===== src/hw/rtl/acpu_pkg.sv =====
// Package for the stepped 8-bit accumulator processor: codes, states and sizes.
package acpu_pkg;

  localparam int unsigned MEM_DEPTH = 256;
  localparam int unsigned ADDR_W    = $clog2(MEM_DEPTH);

  localparam logic [31:0] DEFAULT_LIMIT = 32'd10000;
  localparam logic [31:0] COUNT_MAX     = 32'hFFFF_FFFF;

  // opcodes
  localparam logic [7:0] OP_NOP = 8'h00;
  localparam logic [7:0] OP_STA = 8'h10;
  localparam logic [7:0] OP_LDA = 8'h20;
  localparam logic [7:0] OP_ADD = 8'h30;
  localparam logic [7:0] OP_OR  = 8'h50;
  localparam logic [7:0] OP_AND = 8'h60;
  localparam logic [7:0] OP_NOT = 8'h70;
  localparam logic [7:0] OP_JMP = 8'h80;
  localparam logic [7:0] OP_JN  = 8'h90;
  localparam logic [7:0] OP_JZ  = 8'hA0;
  localparam logic [7:0] OP_HLT = 8'hF0;

  // item kinds (bit 1 alone selects a register reset)
  localparam logic [1:0] KIND_LOAD = 2'd0;
  localparam logic [1:0] KIND_STEP = 2'd1;

  typedef enum logic [2:0] {
    ST_EXECUTED = 3'd0,
    ST_HALTED   = 3'd1,
    ST_INVALID  = 3'd2,
    ST_LIMIT    = 3'd3,
    ST_WRITTEN  = 3'd4,
    ST_RESET    = 3'd5
  } status_t;

  typedef enum logic [2:0] {
    S_IDLE,
    S_OPCODE,
    S_ADDR,
    S_OPND,
    S_DONE
  } state_t;

endpackage


===== src/hw/rtl/accumulator_cpu_8bit_step_core.sv =====
// Top level: stepped 8-bit accumulator processor with its 256-byte memory.
//
// Input channel (in_valid/in_ready) carries one item per beat: kind 0 writes
// load_data to memory at load_address, kind 1 executes one instruction, kind
// 2 or 3 resets the processor registers (memory is kept). Every item gives
// exactly one result beat on the output channel (out_valid/out_ready) with a
// status code and a snapshot of AC, PC, IR, MAR, MDR, N, Z, HALT and the
// saturating executed-instruction count.
// Path: loads, resets and refused steps (halted, limit) go straight to the done
// state and then into the result register; an executed step first passes the
// opcode, address and operand read states as needed (a store issues with the
// address). Rate: one load, reset or refused step per cycle unless the output
// stalls; an executed step holds off the next item until it reaches done.
// The output register holds one finished result; the next item is accepted
// and executed while it waits, and that item then holds in a done state
// until the output register is free. A stalled receiver therefore holds off
// the input after at most one more item.
// The user writes step_limit (zero means 10000) through cfg_wen/cfg_wdata while
// idle, not enforced by the block. Reset (rst, synchronous) clears the registers,
// all memory valid marks (unwritten bytes read as zero), sets step_limit to 10000.
module accumulator_cpu_8bit_step_core (
  input  logic                   clk,
  input  logic                   rst,
  input  logic                   cfg_wen,
  input  logic [31:0]            cfg_wdata,
  input  logic                   in_valid,
  output logic                   in_ready,
  input  logic [1:0]             kind,
  input  logic [7:0]             load_address,
  input  logic [7:0]             load_data,
  output logic                   out_valid,
  input  logic                   out_ready,
  output acpu_pkg::status_t      status,
  output logic [7:0]             accumulator,
  output logic [7:0]             program_counter,
  output logic [7:0]             instruction,
  output logic [7:0]             mem_address_reg,
  output logic [7:0]             mem_data_reg,
  output logic                   negative_flag,
  output logic                   zero_flag,
  output logic                   halted_flag,
  output logic [31:0]            step_count
);
  import acpu_pkg::*;

  state_t state, state_next;

  logic [31:0] step_limit;

  // architectural registers
  logic [7:0]  acc, acc_next;
  logic [7:0]  pc, pc_next;
  logic [7:0]  ir, ir_next;
  logic [7:0]  mar, mar_next;
  logic [7:0]  mdr, mdr_next;
  logic        nflag, nflag_next;
  logic        zflag, zflag_next;
  logic        halt, halt_next;
  logic [31:0] count, count_next;
  status_t     item_status, item_status_next;

  // memory
  logic [7:0]        mem [MEM_DEPTH];
  logic [MEM_DEPTH-1:0] mem_vld;
  logic [7:0]        mem_q;
  logic              vld_q;
  logic [7:0]        rdata;
  logic [ADDR_W-1:0] raddr;
  logic              wen;
  logic [ADDR_W-1:0] waddr;
  logic [7:0]        wdata;

  logic        in_acc;
  logic        push;
  logic [31:0] limit;
  logic [31:0] count_inc;
  logic [7:0]  acc_res;

  assign push      = !out_valid || out_ready;
  assign in_ready  = (state == S_IDLE) || ((state == S_DONE) && push);
  assign in_acc    = in_valid && in_ready;
  assign limit     = (step_limit == 32'd0) ? DEFAULT_LIMIT : step_limit;
  assign count_inc = (count == COUNT_MAX) ? count : count + 32'd1;
  assign rdata     = vld_q ? mem_q : 8'h00;

  always_ff @(posedge clk) begin
    if (rst) begin
      step_limit <= DEFAULT_LIMIT;
    end else if (cfg_wen) begin
      step_limit <= cfg_wdata;
    end
  end

  // synchronous memory, one read and one write port; a byte never written
  // since reset reads as zero through its valid mark
  always_ff @(posedge clk) begin
    if (wen) begin
      mem[waddr] <= wdata;
    end
    mem_q <= mem[raddr];
  end

  always_ff @(posedge clk) begin
    if (rst) begin
      mem_vld <= '0;
      vld_q   <= 1'b0;
    end else begin
      if (wen) begin
        mem_vld[waddr] <= 1'b1;
      end
      vld_q <= mem_vld[raddr];
    end
  end

  always_ff @(posedge clk) begin
    if (rst) begin
      state       <= S_IDLE;
      acc         <= '0;
      pc          <= '0;
      ir          <= '0;
      mar         <= '0;
      mdr         <= '0;
      nflag       <= 1'b0;
      zflag       <= 1'b1;
      halt        <= 1'b0;
      count       <= '0;
      item_status <= ST_EXECUTED;
    end else begin
      state       <= state_next;
      acc         <= acc_next;
      pc          <= pc_next;
      ir          <= ir_next;
      mar         <= mar_next;
      mdr         <= mdr_next;
      nflag       <= nflag_next;
      zflag       <= zflag_next;
      halt        <= halt_next;
      count       <= count_next;
      item_status <= item_status_next;
    end
  end

  // ALU for the operand stage
  always_comb begin
    case (ir)
      OP_ADD:  acc_res = acc + rdata;
      OP_OR:   acc_res = acc | rdata;
      OP_AND:  acc_res = acc & rdata;
      default: acc_res = rdata;
    endcase
  end

  always_comb begin
    state_next       = state;
    acc_next         = acc;
    pc_next          = pc;
    ir_next          = ir;
    mar_next         = mar;
    mdr_next         = mdr;
    nflag_next       = nflag;
    zflag_next       = zflag;
    halt_next        = halt;
    count_next       = count;
    item_status_next = item_status;
    raddr            = pc;
    wen              = 1'b0;
    waddr            = load_address;
    wdata            = load_data;

    case (state)
      S_OPCODE: begin
        ir_next  = rdata;
        mar_next = pc;
        mdr_next = rdata;
        pc_next  = pc + 8'd1;
        raddr    = pc + 8'd1;
        item_status_next = ST_EXECUTED;
        state_next = S_DONE;
        case (rdata)
          OP_NOP: begin
            count_next = count_inc;
          end
          OP_NOT: begin
            acc_next   = ~acc;
            nflag_next = ~acc[7];
            zflag_next = (acc == 8'hFF);
            count_next = count_inc;
          end
          OP_HLT: begin
            halt_next  = 1'b1;
            count_next = count_inc;
          end
          OP_STA, OP_LDA, OP_ADD, OP_OR, OP_AND, OP_JMP, OP_JN, OP_JZ: begin
            state_next = S_ADDR;
          end
          default: begin
            halt_next        = 1'b1;
            item_status_next = ST_INVALID;
          end
        endcase
      end

      S_ADDR: begin
        // rdata is the address byte fetched at pc
        raddr      = rdata;
        pc_next    = pc + 8'd1;
        mar_next   = pc;
        mdr_next   = rdata;
        count_next = count_inc;
        state_next = S_DONE;
        case (ir)
          OP_STA: begin
            mar_next = rdata;
            mdr_next = acc;
            wen      = 1'b1;
            waddr    = rdata;
            wdata    = acc;
          end
          OP_JMP: begin
            pc_next = rdata;
          end
          OP_JN: begin
            if (nflag) begin
              pc_next = rdata;
            end
          end
          OP_JZ: begin
            if (zflag) begin
              pc_next = rdata;
            end
          end
          default: begin
            // LDA, ADD, OR, AND: operand read is in flight
            mar_next   = rdata;
            count_next = count;
            state_next = S_OPND;
          end
        endcase
      end

      S_OPND: begin
        mdr_next   = rdata;
        acc_next   = acc_res;
        nflag_next = acc_res[7];
        zflag_next = (acc_res == 8'h00);
        count_next = count_inc;
        state_next = S_DONE;
      end

      S_DONE: begin
        if (push) begin
          state_next = S_IDLE;
        end
      end

      default: begin
        state_next = S_IDLE;
      end
    endcase

    // a new beat is taken in idle, or in done as the result leaves
    if (in_acc) begin
      state_next = S_DONE;
      if (kind[1]) begin
        acc_next         = '0;
        pc_next          = '0;
        ir_next          = '0;
        mar_next         = '0;
        mdr_next         = '0;
        nflag_next       = 1'b0;
        zflag_next       = 1'b1;
        halt_next        = 1'b0;
        count_next       = '0;
        item_status_next = ST_RESET;
      end else if (kind == KIND_LOAD) begin
        wen              = 1'b1;
        waddr            = load_address;
        wdata            = load_data;
        item_status_next = ST_WRITTEN;
      end else if (halt) begin
        item_status_next = ST_HALTED;
      end else if (count >= limit) begin
        item_status_next = ST_LIMIT;
      end else begin
        raddr      = pc;
        state_next = S_OPCODE;
      end
    end
  end

  // result register
  always_ff @(posedge clk) begin
    if (rst) begin
      out_valid <= 1'b0;
    end else if ((state == S_DONE) && push) begin
      out_valid <= 1'b1;
    end else if (out_ready) begin
      out_valid <= 1'b0;
    end
  end

  always_ff @(posedge clk) begin
    if ((state == S_DONE) && push) begin
      status          <= item_status;
      accumulator     <= acc;
      program_counter <= pc;
      instruction     <= ir;
      mem_address_reg <= mar;
      mem_data_reg    <= mdr;
      negative_flag   <= nflag;
      zero_flag       <= zflag;
      halted_flag     <= halt;
      step_count      <= count;
    end
  end

`ifndef ASSERT_OFF
  a_done_pushes: assert property (@(posedge clk) disable iff (rst)
    (state == S_DONE) && push |=> out_valid)
    else $error("finished result not presented");

  a_halt_sticks: assert property (@(posedge clk) disable iff (rst)
    halt && (state == S_IDLE) && !(in_acc && kind[1]) |=> halt)
    else $error("halt cleared without a reset item");

  a_count_monotonic: assert property (@(posedge clk) disable iff (rst)
    !(in_acc && kind[1]) |=> (count >= $past(count)))
    else $error("step count decreased");

  a_no_accept_midstep: assert property (@(posedge clk) disable iff (rst)
    (state == S_OPCODE) || (state == S_ADDR) || (state == S_OPND) |-> !in_ready)
    else $error("input accepted during an instruction");
`endif

endmodule


===== config.mk =====
export PLATFORM = sky130hd
export DESIGN_NAME = accumulator_cpu_8bit_step_core
export DESIGN_NICKNAME = d
export VERILOG_FILES = /design/src/hw/rtl/acpu_pkg.sv /design/src/hw/rtl/accumulator_cpu_8bit_step_core.sv
export SDC_FILE = /design/constraint.sdc
export NUM_CORES = 2
export LEC_CHECK = 0
export BUFFER_PORTS_ARGS = -buffer_cell sky130_fd_sc_hd__buf_2
export CORE_UTILIZATION = 55
export CTS_CLUSTER_SIZE = 28
export DETAILED_ROUTE_END_ITERATION = 8
export PLACE_DENSITY = 0.71
export SLEW_MARGIN = 20
export SYNTH_ARGS = -nofsm -noshare
export SYNTH_HDL_FRONTEND = slang
export SYNTH_SLANG_ARGS = --single-unit
export TNS_END_PERCENT = 5

===== constraint.sdc =====
create_clock -name clk -period 16 [get_ports clk]
set_clock_uncertainty 0.1 [all_clocks]
set_input_delay 2.4 -clock clk [delete_from_list [all_inputs] [get_ports clk]]
set_output_delay 2.4 -clock clk [all_outputs]
set_load 0.1 [all_outputs]

==> impl_metrics.json <==
{
  "timing.max_slew.rel_slack": 0.153,
  "ant_nets": 0,
  "p_leak_uw": 0.0357,
  "root_buffer": "clkbuf_16",
  "yosysSeqAreaShare": 0.723,
  "cp_slowest_cell": "nor4_1",
  "min_from": "mdr[4]$_SDFF_PP0_",
  "dieArea_um2": 181000,
  "timing.critical_path.cells": "nor3b_4 -> nor2_4 -> a21oi_4 -> buf_12 -> buf_4 -> buf_4 -> mux4_2 -> nand2_1 -> a21oi_1 -> or4_1 -> nor4_1 -> nor4_1",
  "criticalPathCategory": "register to register",
  "top_register": "mem",
  "final_util": 0.615,
  "outcome": "complete, no violations",
  "postPlaceCellArea_um2": 102000,
  "fin_nets": 6130,
  "fill_cells": 12600,
  "synth_top_cell_by_area": "edfxtp_1",
  "grt_pass1_vias": 53600,
  "power_density_nw_per_um2": 122,
  "antenna_found_initial": 3,
  "htreeDepth": 4,
  "crit_arrival_ns": 7.57,
  "clk_latency_ns": 0.89,
  "numCtsBuffers": 237,
  "grt_usage": 0.276,
  "grt_max_degree": 257,
  "synth_top_area_frac": 0.646,
  "grt_pass1_wl_um": 364000,
  "syn_area_um2": 98800,
  "clkSinkCount": 2505,
  "startpoint_type": "register",
  "endpoint_kind": "register",
  "r2r.worst_path.cells": 12,
  "tightest_slew_ns": 1.26,
  "firstDrtPassIters": 7,
  "ys_seq_elements": 2505,
  "gp_congestion": 0.903,
  "mappedNetlistNets": 5976,
  "core_area_um2": 178000,
  "slowest_delay_ns": 0.98,
  "crit_family": "simple AND/OR/NAND/NOR gates",
  "hold_end": "mem_data_reg[4]$_DFFE_PP_",
  "postSynthCellCount": 5870,
  "path_max_fanout": 81,
  "peakVddDrop_mv": 0.122,
  "die_w_um": 426,
  "initialDrtViolationCount": 7241,
  "r2r-end": "mem_q[6]$_DFF_P_",
  "cts_resized": 0,
  "syn_area_per_cell_um2": 16.8,
  "maxCapViolCount": 0,
  "ios": 135,
  "vias_per_cell": 6.39,
  "synthFlopType": "edfxtp_1",
  "cp_num_buf_inv": 3,
  "finalCritPeriodShare": 0.434,
  "critical_path_required_ns": 16.62,
  "report.final.setup_viol": 0,
  "dr_total_vias": 54900,
  "synth.distinct_cells": 82,
  "clk_pin_slew_worst_paths_ns": 0.06,
  "die_h_um": 426,
  "r2r_slack_ns": 9.05,
  "holdPathStages": 0,
  "cts-hold-fix-buffers": 0,
  "synth_edf_count": 2126,
  "fmax_mhz": 144,
  "cts_tree": "done",
  "final_layout_size_suffix_gt1_frac": 0.199,
  "dp_hpwl_um": 147000,
  "crit_path_start": "state[1]$_SDFFE_PP0P_",
  "hold_viol": 0,
  "r2r-start": "state[1]$_SDFFE_PP0P_",
  "rows": 155,
  "setup_tns_ns": 0,
  "slew_viol_final": 0,
  "ys_async_sr_fraction": 0,
  "wire_per_inst_um": 29.1,
  "grt_setup_unrepaired": "no",
  "drc": 0,
  "cts_max_path_buffers": 3,
  "synth_warnings": 0,
  "timing.final.crit_period_ns": 6.95,
  "io_buffers": 134,
  "reg_top3": "mem x2048, mem_vld x256",
  "hold_class": "register to register",
  "start_util": 0.554,
  "drt-total-wl_um": 250000,
  "area_growth_pct": 11.1,
  "synth_area_leaders": "edfxtp_1 65%, mux4_2 12%, dfxtp_1 7.7%",
  "grt_overflow_total": 0,
  "largest_reg_flops": 2048,
  "cts_setup_buffers": 0,
  "postLayoutCellArea_um2": 110000
}
## synthesized netlist by cell type (8+ instances only)
cell type / instances
and3_1: 18
buf_2: 104
a32oi_1: 13
buf_12: 17
a211oi_1: 13
a31oi_1: 21
inv_1: 52
o21ba_2: 30
a21oi_1: 200
mux4_2: 547
mux2i_1: 132
o22ai_1: 44
a21o_1: 21
nor2b_1: 15
and2_1: 8
buf_6: 26
nor3_1: 30
edfxtp_1: 2126
a221oi_1: 18
dfxtp_1: 379
nor4_1: 48
a222oi_1: 16
o21ai_0: 34
or4_1: 18
buf_1: 17
xor2_1: 19
nor2_1: 880
buf_4: 33
nand4_1: 19
nand2b_1: 15
clkbuf_1: 121
nand2_1: 538
ha_1: 50
o31ai_1: 16
nand3_1: 100
xnor2_1: 19
## cell type report
cell class	count	area, um2	area share
sequential	2505	71400	0.651
multi-input combinational	2986	25400	0.232
clock buffer	324	6690	0.0610
tap	2355	2950	0.0268
timing repair buffer	240	1720	0.0156
clock inverter	129	1350	0.0123
inverter	54	203	0.00185
antenna	1	2.50	0.0000228
## layout by cell type, fill, tap and decap left out, types with 100 or more instances in the layout
cell type / netlist / routed
buf_2: 104 / 134
nand2_1: 538 / 532
clkbuf_16: 0 / 240
a21oi_1: 200 / 200
nand3_1: 100 / 100
dfxtp_1: 379 / 379
edfxtp_1: 2126 / 2126
nor2_1: 880 / 877
mux4_2: 547 / 547
mux2i_1: 132 / 132
## per-layer routing
layer,GRT usage,routed length [um],vias up
li1,-,-,23000
met1,0.386,96200,28200
met2,0.429,118000,3108
met3,0.0584,26500,509
met4,0.107,9800,2
met5,0,13,-
## kinds of logic after synthesis
family                     after synthesis  synth area share
and+or+nand+nor                       1725            0.0727
buffers and inverters                  379            0.0225
AOI/OAI and AO/OA                      488            0.0328
adders and majority gates               51           0.00653
DFF                                   2505             0.723
xor gates and xnor gates                38           0.00337
muxes                                  684             0.139
## stage by stage
step | std cells | power [uW] | hold WS (ns) | setup WS (ns)
2_1_floorplan | 5870 | 7690 | 0.303 | 1.91
3_3_place_gp | 8135 | 7780 | 0.321 | 9.22
3_5_place_dp | 8138 | 7800 | 0.320 | 9.10
4_1_cts | 8591 | 13400 | 0.340 | 9.00
5_1_grt | 8593 | 13700 | 0.346 | 8.69
6_report | 8594 | 13400 | 0.337 | 9.05
## report_power, final
| group | switching (uW) | internal [uW] |
|---|---|---|
| Clock | 2480 | 3230 |
| Sequential | 20.0 | 7090 |
| Combinational | 388 | 161 |
| Total | 2890 | 10500 |
## worst max-delay path by stage
stage	end	slack, ns	cells after the start
6_report	mem_q[6]$_DFF_P_	9.05	12
3_5_place_dp	mem_q[6]$_DFF_P_	9.10	12
4_1_cts	mem_q[6]$_DFF_P_	9.00	12
2_1_floorplan	mem[0][0]$_DFFE_PP_	1.91	7
3_3_place_gp	mem_q[5]$_DFF_P_	9.22	12
5_1_grt	mem_q[6]$_DFF_P_	8.69	12
(Power assumes the default switching activity.)
